File: src/rtl/gtg_pkg.sv
`timescale 1ns / 1ps
`default_nettype none

package gtg_pkg;

   // Field widths.
   localparam int CoordW   = 32;
   localparam int AngleW   = 16;
   localparam int GainW    = 16;
   localparam int RateW    = 32;
   localparam int CsrIdxW  = 2;
   localparam int CsrDataW = 16;

   // CORDIC datapath: a 33 bit offset scaled by 2^16 with headroom for the gain.
   localparam int CordicW  = 52;
   localparam int FracW    = 16;
   localparam int TurnW    = 32;
   localparam int AtanIdxW = 5;
   localparam int AtanEntries = 24;
   localparam int CordicStepsDefault = 16;

   // Magnitude slice taken from the CORDIC x register.
   localparam int MagW = 34;
   localparam int MulW = 32;
   localparam int ProdW = 2 * MulW;

   localparam logic [MulW-1:0] InvKQ30  = 32'd652032874;
   localparam logic [MulW-1:0] TwoPiQ29 = 32'd3373259426;
   localparam logic [ProdW-1:0] TurnRound = 64'h0000_0010_0000_0000;

   // Register indexes.
   localparam logic [CsrIdxW-1:0] RegSpeedGain = 2'd0;
   localparam logic [CsrIdxW-1:0] RegTurnGain  = 2'd1;
   localparam logic [CsrIdxW-1:0] RegMaxSpeed  = 2'd2;

   localparam logic [GainW-1:0] SpeedGainReset = 16'd128;
   localparam logic [GainW-1:0] TurnGainReset  = 16'd256;
   localparam logic [GainW-1:0] MaxSpeedReset  = 16'd256;

   // Arctangent of 2^-i in units of 2^32 per turn.
   function automatic logic [TurnW-1:0] atan_turn(input logic [AtanIdxW-1:0] idx);
      logic [TurnW-1:0] t;
      unique case (idx)
         5'd0:  t = 32'd536870912;
         5'd1:  t = 32'd316933406;
         5'd2:  t = 32'd167458907;
         5'd3:  t = 32'd85004756;
         5'd4:  t = 32'd42667331;
         5'd5:  t = 32'd21354465;
         5'd6:  t = 32'd10679838;
         5'd7:  t = 32'd5340245;
         5'd8:  t = 32'd2670163;
         5'd9:  t = 32'd1335087;
         5'd10: t = 32'd667544;
         5'd11: t = 32'd333772;
         5'd12: t = 32'd166886;
         5'd13: t = 32'd83443;
         5'd14: t = 32'd41722;
         5'd15: t = 32'd20861;
         5'd16: t = 32'd10430;
         5'd17: t = 32'd5215;
         5'd18: t = 32'd2608;
         5'd19: t = 32'd1304;
         5'd20: t = 32'd652;
         5'd21: t = 32'd326;
         5'd22: t = 32'd163;
         5'd23: t = 32'd81;
         default: t = '0;
      endcase
      return t;
   endfunction

endpackage

`default_nettype wire

File: src/rtl/gtg_if.sv
`timescale 1ns / 1ps
`default_nettype none

interface gtg_req_if;
   import gtg_pkg::*;
   logic                     valid;
   logic                     ready;
   logic                     goal_valid;
   logic                     pose_valid;
   logic signed [CoordW-1:0] goal_x;
   logic signed [CoordW-1:0] goal_y;
   logic signed [CoordW-1:0] pos_x;
   logic signed [CoordW-1:0] pos_y;
   logic [AngleW-1:0]        heading;

   modport source (output valid, goal_valid, pose_valid, goal_x, goal_y, pos_x, pos_y,
                   heading, input ready);
   modport sink (input valid, goal_valid, pose_valid, goal_x, goal_y, pos_x, pos_y,
                 heading, output ready);
endinterface

interface gtg_rsp_if;
   import gtg_pkg::*;
   logic                    valid;
   logic                    ready;
   logic                    ok;
   logic [GainW-1:0]        lin_speed_cmd;
   logic signed [RateW-1:0] turn_rate_cmd;

   modport source (output valid, ok, lin_speed_cmd, turn_rate_cmd, input ready);
   modport sink (input valid, ok, lin_speed_cmd, turn_rate_cmd, output ready);
endinterface

interface gtg_csr_if;
   import gtg_pkg::*;
   logic                valid;
   logic                ready;
   logic [CsrIdxW-1:0]  index;
   logic [CsrDataW-1:0] data;

   modport source (output valid, index, data, input ready);
   modport sink (input valid, index, data, output ready);
endinterface

`default_nettype wire

File: src/rtl/gtg_mul.sv
`timescale 1ns / 1ps
`default_nettype none

module gtg_mul (
   input  logic                      clock,
   input  logic [gtg_pkg::MulW-1:0]  a,
   input  logic [gtg_pkg::MulW-1:0]  b,
   output logic [gtg_pkg::ProdW-1:0] prod
);
   import gtg_pkg::*;

   logic [ProdW-1:0] prod_ff;
   logic [ProdW-1:0] prod_in;

   assign prod_in = {{(ProdW-MulW){1'b0}}, a} * {{(ProdW-MulW){1'b0}}, b};

   always_ff @(posedge clock) begin
      prod_ff <= prod_in;
   end

   assign prod = prod_ff;

endmodule

`default_nettype wire

File: src/rtl/gtg_cordic.sv
`timescale 1ns / 1ps
`default_nettype none

module gtg_cordic #(
   parameter int STEPS = gtg_pkg::CordicStepsDefault
) (
   input  logic                              clock,
   input  logic                              reset,
   input  logic                              start,
   input  logic signed [gtg_pkg::CoordW:0]   dx,
   input  logic signed [gtg_pkg::CoordW:0]   dy,
   output logic                              done,
   output logic signed [gtg_pkg::CordicW-1:0] x_out,
   output logic [gtg_pkg::TurnW-1:0]         ang_out
);
   import gtg_pkg::*;

   localparam int IterW = (STEPS > 1) ? $clog2(STEPS) : 1;
   localparam logic [IterW-1:0] LastIter = IterW'(STEPS - 1);
   localparam int ExtW = CordicW - (CoordW + 1) - FracW;

   logic signed [CordicW-1:0] x_ff, y_ff;
   logic [TurnW-1:0]          ang_ff;
   logic [IterW-1:0]          iter_ff;
   logic                      busy_ff;
   logic                      done_ff;

   logic signed [CordicW-1:0] x_start, y_start;
   logic signed [CordicW-1:0] x_sh, y_sh;
   logic                      y_pos;
   logic [TurnW-1:0]          atan_step;

   assign x_start = {{ExtW{dx[CoordW]}}, dx, {FracW{1'b0}}};
   assign y_start = {{ExtW{dy[CoordW]}}, dy, {FracW{1'b0}}};

   // Arithmetic shifts round toward minus infinity, as the iteration needs.
   assign x_sh      = x_ff >>> iter_ff;
   assign y_sh      = y_ff >>> iter_ff;
   assign y_pos     = !y_ff[CordicW-1] && (y_ff != '0);
   assign atan_step = atan_turn(AtanIdxW'(iter_ff));

   always_ff @(posedge clock) begin
      if (reset) begin
         busy_ff <= 1'b0;
         done_ff <= 1'b0;
         iter_ff <= '0;
      end else begin
         done_ff <= 1'b0;
         if (start) begin
            busy_ff <= 1'b1;
            iter_ff <= '0;
         end else if (busy_ff) begin
            if (iter_ff == LastIter) begin
               busy_ff <= 1'b0;
               done_ff <= 1'b1;
            end else begin
               iter_ff <= iter_ff + 1'b1;
            end
         end
      end
   end

   always_ff @(posedge clock) begin
      if (start) begin
         // A goal with a negative x offset is turned by a half turn first.
         if (dx[CoordW]) begin
            x_ff   <= -x_start;
            y_ff   <= -y_start;
            ang_ff <= 32'h8000_0000;
         end else begin
            x_ff   <= x_start;
            y_ff   <= y_start;
            ang_ff <= '0;
         end
      end else if (busy_ff) begin
         if (y_pos) begin
            x_ff   <= x_ff + y_sh;
            y_ff   <= y_ff - x_sh;
            ang_ff <= ang_ff + atan_step;
         end else begin
            x_ff   <= x_ff - y_sh;
            y_ff   <= y_ff + x_sh;
            ang_ff <= ang_ff - atan_step;
         end
      end
   end

   assign done    = done_ff;
   assign x_out   = x_ff;
   assign ang_out = ang_ff;

`ifndef NO_ASSERTIONS
   a_start_idle: assert property (@(posedge clock) disable iff (reset)
      start |-> !busy_ff)
      else $error("vectoring pass restarted while busy");
   a_done_idle: assert property (@(posedge clock) disable iff (reset)
      done_ff |-> !busy_ff)
      else $error("done raised while iterations remain");
   a_keep_busy: assert property (@(posedge clock) disable iff (reset)
      busy_ff && (iter_ff != LastIter) |=> busy_ff)
      else $error("vectoring pass ended early");
`endif

endmodule

`default_nettype wire

File: src/rtl/go_to_goal_unicycle_controller.sv
`timescale 1ns / 1ps
`default_nettype none

// Channel   Port     Direction  Beat contents
// request   req_ch   in         goal_valid, pose_valid, goal_x, goal_y, pos_x, pos_y, heading
// response  rsp_ch   out        ok, lin_speed_cmd, turn_rate_cmd
// control   csr_ch   in         index, data (speed_gain, turn_gain, max_speed)
//
// A request with both flags set runs from accept to the response beat through
// one CORDIC iteration per cycle, then six 32x32 products through one shared
// multiplier. A request with a flag low goes straight to the response stage.
// Reset restores the default gains and clears the held command. The request side is
// ready once the previous result sits in the response register; a stalled response holds.
// Control writes are always ready.
module go_to_goal_unicycle_controller #(
   parameter int CORDIC_STEPS = gtg_pkg::CordicStepsDefault
) (
   input  logic      clock,
   input  logic      reset,
   gtg_req_if.sink   req_ch,
   gtg_rsp_if.source rsp_ch,
   gtg_csr_if.sink   csr_ch
);
   import gtg_pkg::*;

   localparam logic [1:0] S_IDLE   = 2'd0;
   localparam logic [1:0] S_CORDIC = 2'd1;
   localparam logic [1:0] S_MATH   = 2'd2;
   localparam logic [1:0] S_DONE   = 2'd3;

   localparam logic [2:0] OP_MAG_LO    = 3'd0;
   localparam logic [2:0] OP_MAG_HI    = 3'd1;
   localparam logic [2:0] OP_SPEED_LO  = 3'd2;
   localparam logic [2:0] OP_SPEED_HI  = 3'd3;
   localparam logic [2:0] OP_TURN_GAIN = 3'd4;
   localparam logic [2:0] OP_TURN_RAD  = 3'd5;

   logic [1:0] state_ff, state_in;
   logic [2:0] op_ff, op_in;
   logic       phase_ff, phase_in;

   logic [GainW-1:0]  speed_gain_ff, turn_gain_ff, max_speed_ff;
   logic [GainW-1:0]  held_speed_ff;
   logic [RateW-1:0]  held_turn_ff;
   logic [AngleW-1:0] heading_ff;
   logic              zero_ff;
   logic              ok_ff;
   logic              neg_ff;
   logic [ProdW-1:0]  acc_ff;
   logic [MagW-1:0]   dist_ff;
   logic [MulW-1:0]   tprod_ff;

   logic              rsp_valid_ff;
   logic              rsp_ok_ff;
   logic [GainW-1:0]  rsp_speed_ff;
   logic [RateW-1:0]  rsp_turn_ff;

   logic                      accept;
   logic                      both_valid;
   logic signed [CoordW:0]    dx, dy;
   logic                      cordic_start;
   logic                      cordic_done;
   logic signed [CordicW-1:0] cordic_x;
   logic [TurnW-1:0]          cordic_ang;
   logic [TurnW-1:0]          ang_round;
   logic [MagW-1:0]           mag;
   logic [AngleW-1:0]         bearing;
   logic [AngleW-1:0]         err_raw;
   logic                      err_neg;
   logic [AngleW-1:0]         err_mag;
   logic [MulW-1:0]           mul_a, mul_b;
   logic [ProdW-1:0]          prod;
   logic [ProdW-1:0]          acc_sum;
   logic [ProdW-1:0]          turn_sum;
   logic [MagW-1:0]           speed_raw;
   logic [GainW-1:0]          speed_cap;
   logic [RateW-1:0]          turn_abs;
   logic                      rsp_free;

   assign accept       = req_ch.valid && req_ch.ready;
   assign both_valid   = req_ch.goal_valid && req_ch.pose_valid;
   assign dx           = {req_ch.goal_x[CoordW-1], req_ch.goal_x}
                         - {req_ch.pos_x[CoordW-1], req_ch.pos_x};
   assign dy           = {req_ch.goal_y[CoordW-1], req_ch.goal_y}
                         - {req_ch.pos_y[CoordW-1], req_ch.pos_y};
   assign cordic_start = accept && both_valid;
   assign rsp_free     = !rsp_valid_ff || rsp_ch.ready;

   gtg_cordic #(
      .STEPS(CORDIC_STEPS)
   ) u_cordic (
      .clock  (clock),
      .reset  (reset),
      .start  (cordic_start),
      .dx     (dx),
      .dy     (dy),
      .done   (cordic_done),
      .x_out  (cordic_x),
      .ang_out(cordic_ang)
   );

   gtg_mul u_mul (
      .clock(clock),
      .a    (mul_a),
      .b    (mul_b),
      .prod (prod)
   );

   // A goal exactly on the robot has no bearing; distance and bearing are both zero.
   assign mag       = zero_ff ? '0 : cordic_x[FracW+MagW-1:FracW];
   assign ang_round = cordic_ang + 32'h0000_8000;
   assign bearing   = zero_ff ? '0 : ang_round[TurnW-1:TurnW-AngleW];
   assign err_raw   = bearing - heading_ff;
   // An error of exactly half a turn counts as positive.
   assign err_neg   = err_raw[AngleW-1] && (err_raw != 16'h8000);
   assign err_mag   = err_neg ? (16'd0 - err_raw) : err_raw;

   always_comb begin
      unique case (op_ff)
         OP_MAG_LO: begin
            mul_a = mag[MulW-1:0];
            mul_b = InvKQ30;
         end
         OP_MAG_HI: begin
            mul_a = {{(2*MulW-MagW){1'b0}}, mag[MagW-1:MulW]};
            mul_b = InvKQ30;
         end
         OP_SPEED_LO: begin
            mul_a = {{(MulW-GainW){1'b0}}, speed_gain_ff};
            mul_b = dist_ff[MulW-1:0];
         end
         OP_SPEED_HI: begin
            mul_a = {{(MulW-GainW){1'b0}}, speed_gain_ff};
            mul_b = {{(2*MulW-MagW){1'b0}}, dist_ff[MagW-1:MulW]};
         end
         OP_TURN_GAIN: begin
            mul_a = {{(MulW-GainW){1'b0}}, turn_gain_ff};
            mul_b = {{(MulW-AngleW){1'b0}}, err_mag};
         end
         OP_TURN_RAD: begin
            mul_a = tprod_ff;
            mul_b = TwoPiQ29;
         end
         default: begin
            mul_a = '0;
            mul_b = '0;
         end
      endcase
   end

   // High partial products carry only their low word; the upper word is known zero.
   assign acc_sum   = acc_ff + {prod[MulW-1:0], {MulW{1'b0}}};
   assign speed_raw = acc_sum[FracW+MagW-1:FracW];
   assign speed_cap = (speed_raw > {{(MagW-GainW){1'b0}}, max_speed_ff})
                      ? max_speed_ff : speed_raw[GainW-1:0];
   assign turn_sum  = prod + TurnRound;
   assign turn_abs  = {5'd0, turn_sum[ProdW-1:37]};

   always_comb begin
      state_in = state_ff;
      op_in    = op_ff;
      phase_in = phase_ff;
      unique case (state_ff)
         S_IDLE: begin
            if (accept) begin
               state_in = both_valid ? S_CORDIC : S_DONE;
            end
         end
         S_CORDIC: begin
            if (cordic_done) begin
               state_in = S_MATH;
               op_in    = OP_MAG_LO;
               phase_in = 1'b0;
            end
         end
         S_MATH: begin
            phase_in = !phase_ff;
            if (phase_ff) begin
               if (op_ff == OP_TURN_RAD) begin
                  state_in = S_DONE;
               end else begin
                  op_in = op_ff + 1'b1;
               end
            end
         end
         S_DONE: begin
            if (rsp_free) begin
               state_in = S_IDLE;
            end
         end
         default: state_in = S_IDLE;
      endcase
   end

   always_ff @(posedge clock) begin
      if (reset) begin
         state_ff      <= S_IDLE;
         op_ff         <= OP_MAG_LO;
         phase_ff      <= 1'b0;
         speed_gain_ff <= SpeedGainReset;
         turn_gain_ff  <= TurnGainReset;
         max_speed_ff  <= MaxSpeedReset;
         held_speed_ff <= '0;
         held_turn_ff  <= '0;
         ok_ff         <= 1'b0;
         rsp_valid_ff  <= 1'b0;
      end else begin
         state_ff <= state_in;
         op_ff    <= op_in;
         phase_ff <= phase_in;

         if (csr_ch.valid) begin
            case (csr_ch.index)
               RegSpeedGain: speed_gain_ff <= csr_ch.data;
               RegTurnGain:  turn_gain_ff  <= csr_ch.data;
               RegMaxSpeed:  max_speed_ff  <= csr_ch.data;
               default: ;
            endcase
         end

         if (accept) begin
            ok_ff <= both_valid;
         end

         // Products are consumed in the cycle after they were issued.
         if (state_ff == S_MATH && phase_ff) begin
            unique case (op_ff)
               OP_SPEED_HI: held_speed_ff <= speed_cap;
               OP_TURN_RAD: held_turn_ff  <= neg_ff ? (32'd0 - turn_abs) : turn_abs;
               default: ;
            endcase
         end

         if (state_ff == S_DONE && rsp_free) begin
            rsp_valid_ff <= 1'b1;
         end else if (rsp_ch.ready) begin
            rsp_valid_ff <= 1'b0;
         end
      end
   end

   always_ff @(posedge clock) begin
      if (accept) begin
         heading_ff <= req_ch.heading;
         zero_ff    <= (dx == '0) && (dy == '0);
      end
      if (state_ff == S_MATH && phase_ff) begin
         unique case (op_ff)
            OP_MAG_LO:    acc_ff   <= prod;
            OP_MAG_HI:    dist_ff  <= acc_sum[ProdW-1:ProdW-MagW];
            OP_SPEED_LO:  acc_ff   <= prod;
            OP_TURN_GAIN: begin
               tprod_ff <= prod[MulW-1:0];
               neg_ff   <= err_neg;
            end
            default: ;
         endcase
      end
      if (state_ff == S_DONE && rsp_free) begin
         rsp_ok_ff    <= ok_ff;
         rsp_speed_ff <= held_speed_ff;
         rsp_turn_ff  <= held_turn_ff;
      end
   end

   assign req_ch.ready         = (state_ff == S_IDLE);
   assign csr_ch.ready         = 1'b1;
   assign rsp_ch.valid         = rsp_valid_ff;
   assign rsp_ch.ok            = rsp_ok_ff;
   assign rsp_ch.lin_speed_cmd = rsp_speed_ff;
   assign rsp_ch.turn_rate_cmd = rsp_turn_ff;

`ifndef NO_ASSERTIONS
   a_busy_after_accept: assert property (@(posedge clock) disable iff (reset)
      accept |=> state_ff != S_IDLE)
      else $error("request accepted but sequencer stayed idle");
   a_done_in_cordic: assert property (@(posedge clock) disable iff (reset)
      cordic_done |-> state_ff == S_CORDIC)
      else $error("vectoring result arrived outside its wait state");
   a_rsp_from_done: assert property (@(posedge clock) disable iff (reset)
      $rose(rsp_valid_ff) |-> $past(state_ff) == S_DONE)
      else $error("response raised without a finished request");
`endif

endmodule

`default_nettype wire

File: src/flat_wrapper.sv
// flat-port wrapper written by rule: the top's interface ports become plain ports
module go_to_goal_unicycle_controller_flat import gtg_pkg::*;
#(
   parameter int CORDIC_STEPS = gtg_pkg::CordicStepsDefault
)
  (clock, reset, req_ch_valid, req_ch_goal_valid, req_ch_pose_valid, req_ch_goal_x, req_ch_goal_y, req_ch_pos_x, req_ch_pos_y, req_ch_heading, req_ch_ready, rsp_ch_valid, rsp_ch_ok, rsp_ch_lin_speed_cmd, rsp_ch_turn_rate_cmd, rsp_ch_ready, csr_ch_valid, csr_ch_index, csr_ch_data, csr_ch_ready);
  gtg_req_if req_ch_i ();
  gtg_rsp_if rsp_ch_i ();
  gtg_csr_if csr_ch_i ();
  input  logic clock;
  input  logic reset;
  input wire logic [$bits(req_ch_i.valid)-1:0] req_ch_valid;
  input wire logic [$bits(req_ch_i.goal_valid)-1:0] req_ch_goal_valid;
  input wire logic [$bits(req_ch_i.pose_valid)-1:0] req_ch_pose_valid;
  input wire logic [$bits(req_ch_i.goal_x)-1:0] req_ch_goal_x;
  input wire logic [$bits(req_ch_i.goal_y)-1:0] req_ch_goal_y;
  input wire logic [$bits(req_ch_i.pos_x)-1:0] req_ch_pos_x;
  input wire logic [$bits(req_ch_i.pos_y)-1:0] req_ch_pos_y;
  input wire logic [$bits(req_ch_i.heading)-1:0] req_ch_heading;
  output wire logic [$bits(req_ch_i.ready)-1:0] req_ch_ready;
  output wire logic [$bits(rsp_ch_i.valid)-1:0] rsp_ch_valid;
  output wire logic [$bits(rsp_ch_i.ok)-1:0] rsp_ch_ok;
  output wire logic [$bits(rsp_ch_i.lin_speed_cmd)-1:0] rsp_ch_lin_speed_cmd;
  output wire logic [$bits(rsp_ch_i.turn_rate_cmd)-1:0] rsp_ch_turn_rate_cmd;
  input wire logic [$bits(rsp_ch_i.ready)-1:0] rsp_ch_ready;
  input wire logic [$bits(csr_ch_i.valid)-1:0] csr_ch_valid;
  input wire logic [$bits(csr_ch_i.index)-1:0] csr_ch_index;
  input wire logic [$bits(csr_ch_i.data)-1:0] csr_ch_data;
  output wire logic [$bits(csr_ch_i.ready)-1:0] csr_ch_ready;
  assign req_ch_i.valid = req_ch_valid;
  assign req_ch_i.goal_valid = req_ch_goal_valid;
  assign req_ch_i.pose_valid = req_ch_pose_valid;
  assign req_ch_i.goal_x = req_ch_goal_x;
  assign req_ch_i.goal_y = req_ch_goal_y;
  assign req_ch_i.pos_x = req_ch_pos_x;
  assign req_ch_i.pos_y = req_ch_pos_y;
  assign req_ch_i.heading = req_ch_heading;
  assign req_ch_ready = req_ch_i.ready;
  assign rsp_ch_valid = rsp_ch_i.valid;
  assign rsp_ch_ok = rsp_ch_i.ok;
  assign rsp_ch_lin_speed_cmd = rsp_ch_i.lin_speed_cmd;
  assign rsp_ch_turn_rate_cmd = rsp_ch_i.turn_rate_cmd;
  assign rsp_ch_i.ready = rsp_ch_ready;
  assign csr_ch_i.valid = csr_ch_valid;
  assign csr_ch_i.index = csr_ch_index;
  assign csr_ch_i.data = csr_ch_data;
  assign csr_ch_ready = csr_ch_i.ready;
  go_to_goal_unicycle_controller #(.CORDIC_STEPS(CORDIC_STEPS)) u_core (.clock(clock), .reset(reset), .req_ch(req_ch_i), .rsp_ch(rsp_ch_i), .csr_ch(csr_ch_i));
endmodule
File: config.mk
export PLATFORM = sky130hd
export DESIGN_NAME = go_to_goal_unicycle_controller_flat
export DESIGN_NICKNAME = d
export VERILOG_FILES = /design/src/rtl/gtg_pkg.sv /design/src/rtl/gtg_if.sv /design/src/rtl/gtg_mul.sv /design/src/rtl/gtg_cordic.sv /design/src/rtl/go_to_goal_unicycle_controller.sv /design/src/flat_wrapper.sv
export SDC_FILE = /design/constraint.sdc
export NUM_CORES = 2
export LEC_CHECK = 0
export BUFFER_PORTS_ARGS = -buffer_cell sky130_fd_sc_hd__buf_2
export CAP_MARGIN = 20
export CORE_ASPECT_RATIO = 0.75
export CORE_MARGIN = 3
export CORE_UTILIZATION = 25
export DETAILED_ROUTE_END_ITERATION = 6
export SLEW_MARGIN = 20
export SYNTH_ARGS = -nofsm -noshare
export SYNTH_HDL_FRONTEND = slang
export SYNTH_SLANG_ARGS = --single-unit
export TNS_END_PERCENT = 50
File: constraint.sdc
create_clock -name clock -period 23.6 [get_ports clock]
set_input_delay 1.18 -clock clock [delete_from_list [all_inputs] [get_ports clock]]
set_output_delay 1.18 -clock clock [all_outputs]
set_load 0.005 [all_outputs]
==> results.md <==
* Hold_buf cts at 0
* CP most frequent cell: fa_1
* EDFF count, synth at 313
* Reg2reg setup slack at just under 10 ns
* GPL Wtd Cong at 1.004
* Critical Path RT at 24.21 ns
* Layout cell share with drive strength beyond 1 at 0.08329
* FMAX at ~0.073 GHz
* Register area share after synthesis at 0.1761
* Crit path to: u_core.u_mul.prod[60]$_DFF_P_
* PostCTS Resize Cnt at 0
* Final Hold Viols at 0
* Asr flop ratio synth at 0
* Placed Instances at around 13000
* Slowest cell on the critical path: nor2_1
* Via/cell ratio at about 5.1
* Chip width at 643.2 µm
* CTS Buffer Depth at 3
* Initial DRC count at ~8000
* Crit. End Element: register
* Final ANT Viol Nets at 0
* Capture point of the worst reg-to-reg path: u_core.u_mul.prod[60]$_DFF_P_
* Count of final setup violators at 0
* Non-Filler Instances at 12799
* Routed length per instance at roughly 22 µm
* All-Layer GR Usage at 0.1768
* DPL Wire Length at around 220000 µm
* FILL cells at 32331
* CTS tree: built
* Worst Tran Pin Value at 1.261 ns
* Largest net degree at the start of global routing at 74
* Status: finished clean
* YS warnings at 0
* Crit path kind: reg -> reg
* Vias after detailed routing at between 60000 and 70000
* Overflow left after global routing at 0
* Core Region at between 300000 and 400000 µm²
* Post-CTS Setup Repair Bufs at 0
* First-pass GRT wire length at between 400000 and 500000 µm
* Root buf cell: clkbuf_16
* Initial antenna violation count at 40
* Yosys reg bits at roughly 500
* IO Port Bufs at ~220
* Reg2reg start: u_core.u_cordic.ang_out[17]$_SDFFCE_PP0P_
* Inserted Clock Buffers at roughly 60
* Die H at 483.9 µm
* Critical path launch point type: register
* Die Area at about 310000 µm²
* Beginning of the critical path: u_core.u_cordic.ang_out[17]$_SDFFCE_PP0P_
* Max-Cap Viols at 0
* CP max FO at 42
* Worst R2R Path Depth at 45
* RSZ-0062 raised after global routing: false
* Max H-tree Level at 2
* Syn Area/Cell at 8.757 µm²
* Slew margin rel. at 0.1539
* Drt pass-1 iters at 6
* CP arrival at around 14 ns
* Fin Setup TNS at 0 ns
* Final wirelength at 281300 µm
* Sink Count at a little over 500
* Max Slew Vio Count at 0
* Number of global-route vias before repair at approximately 62000
* Clk Latency, worst-skew pair at 0.72 ns
* Initial Util at 0.2526
* Clk slew on worst S/H paths at roughly 0.06 ns
* Num ports at about 220
* Skew final at 0.06932 ns
* Mapped Cells at about 8700
* Area grow syn2layout at 10.40%
* Crit share post-route at 0.5829
* Nets at just over 10000
* DRC violations left at 0
* Hold crit path type: reg -> reg
* Main synth FF type: edfxtp_1
* # rows at 174
* Library cells used by synthesis at between 100 and 150
* CP max stage delay at between 0.8 and 0.9 ns
* Post-Syn Area at around 76000 µm²
* Period minus WS final at roughly 14 ns
* Syn nets at between 10000 and 15000
[routing by layer]
metal / vias up / wire length, µm / track usage / part of all wire
li1: 29364 / - / - / -
met1: 32283 / 127400 / 0.2657 / 0.45
met2: 3361 / 109700 / 0.2394 / 0.39
met3: 373 / 34600 / 0.05077 / 0.12
met4: 10 / 9518 / 0.05285 / 0.034
met5: - / 52 / 0 / 0.00018
[per-stage QoR]
step	setup WS (ns)	hold WS (ns)	cell area (µm²)	utilization
after global placement	10.20	0.3884	81830	0.2716
after CTS	10.03	0.3964	83950	0.2786
after detailed placement	10.12	0.3966	81840	0.2716
final	9.843	0.4036	84030	0.2789
after floorplan	12.23	0.3855	76120	-
after global routing	9.063	0.4067	84000	0.2788
[cells in the final DEF, fill, tap and decap left out, types with 46 or more instances in the layout]
cell type,synthesis,routed
ha_1,549,549
buf_4,13,145
mux2i_1,119,119
nand2b_1,68,67
nor4_1,46,46
a211oi_1,79,78
nand3_1,171,170
nor2b_1,55,53
dfxtp_1,200,196
edfxtp_1,313,313
mux4_2,80,80
clkbuf_16,0,66
inv_1,1151,1150
xnor2_1,319,317
xor2_1,174,173
buf_2,26,218
nor3_1,119,118
and2_1,54,52
fa_1,903,903
o21a_1,57,57
a21oi_1,557,550
nor2_1,778,771
a31oi_1,74,73
nand4_1,86,86
and3_1,69,67
nand2_1,1062,1060
o21ai_0,286,285
a21o_1,184,184
[logic make-up (layout without fill, tap and decap cells)]
group           after synthesis  in the layout  share of synthesized area
flops                       513            513                     0.1761
fa+ha+maj                  1452           1452                     0.3277
xor+xnor                    493            493                    0.05673
mux                         264            264                    0.05567
simple gates               2703           2703                     0.1611
compound gates             1656           1656                     0.1402
other cells                   1             23                 0.00004927
buf+inv                    1610           1647                    0.08237
[state kept, by name (all words and copies together) (netlist names), 2 cells and up]
name	count
u_core.u_mul.prod	64
u_core.u_cordic.x_out	52
u_core.u_cordic.y_ff	52
u_core.acc_ff	48
u_core.dist_ff	34
u_core.tprod_ff	32
u_core.u_cordic.ang_out	32
u_core.u_cordic.atan_step	30
u_core.held_turn_ff	28
u_core.rsp_ch.turn_rate_cmd	28
u_core.heading_ff	16
u_core.held_speed_ff	16
u_core.max_speed_ff	16
u_core.rsp_ch.lin_speed_cmd	16
u_core.speed_gain_ff	16
u_core.turn_gain_ff	16
u_core.u_cordic.iter_ff	4
u_core.op_ff	3
u_core.state_ff	2
[Yosys cell counts, drive strengths merged, types with 43 or more instances]
cell,instances,area [µm²]
inv,1155,4335
nand2,1062,3986
fa,903,18080
nor2,782,2960
a21oi,557,2788
ha,549,6869
clkbuf,349,1313
xnor2,319,2794
edfxtp,313,9399
o21ai,293,1466
dfxtp,200,4004
a21o,184,1381
nand3,175,903.4
xor2,174,1524
mux2i,120,1205
nor3,120,611.8
mux4,114,2695
buf,90,561.8
nand4,86,538.0
a211oi,80,613.1
a31oi,74,462.9
and3,69,431.7
nand2b,68,425.4
and2,57,360.3
o21a,57,427.9
nor2b,55,344.1
nor4,49,334.1
o211ai,43,322.8
[critical path, delay by kind of cell (launching register included)]
kind / cells / cell delay [ns]
xor gates and xnor gates: 3 / 0.52
and+or+nand+nor: 13 / 2.90
buffers and inverters: 8 / 1.11
adders and majority gates: 10 / 4.81
AOI/OAI and AO/OA: 11 / 3.90
DFF: 1 / 0.42
[final cells by class]
class                           instances  area, µm²  share of cell area
Antenna cell                           22      55.05           0.0006552
Clock buffer                           74       1732             0.02061
Inverter                             1171       4395             0.05231
Clock inverter                         38      377.9            0.004497
Multi-Input combinational cell       6569      56790              0.6759
Tap cell                             4048       5065             0.06027
Timing Repair Buffer                  364       2195             0.02612
Sequential cell                       513      13420              0.1597
[worst min-delay path by stage]
stage,from,end,slack (ns),depth (start not counted)
6_report,u_core.u_mul.prod[34]$_DFF_P_,u_core.acc_ff[34]$_DFFE_PP_,0.40,0
3_3_place_gp,u_core.u_mul.prod[33]$_DFF_P_,u_core.acc_ff[33]$_DFFE_PP_,0.39,0
4_1_cts,u_core.u_mul.prod[10]$_DFF_P_,u_core.tprod_ff[10]$_DFFE_PP_,0.40,0
2_1_floorplan,u_core.u_mul.prod[32]$_DFF_P_,u_core.acc_ff[32]$_DFFE_PP_,0.39,0
5_1_grt,u_core.u_mul.prod[10]$_DFF_P_,u_core.tprod_ff[10]$_DFFE_PP_,0.41,0
3_5_place_dp,u_core.u_mul.prod[35]$_DFF_P_,u_core.acc_ff[35]$_DFFE_PP_,0.40,0
Power is not shown: default switching activity piles up to over one toggle a cycle in this logic, so the estimate is an artifact.
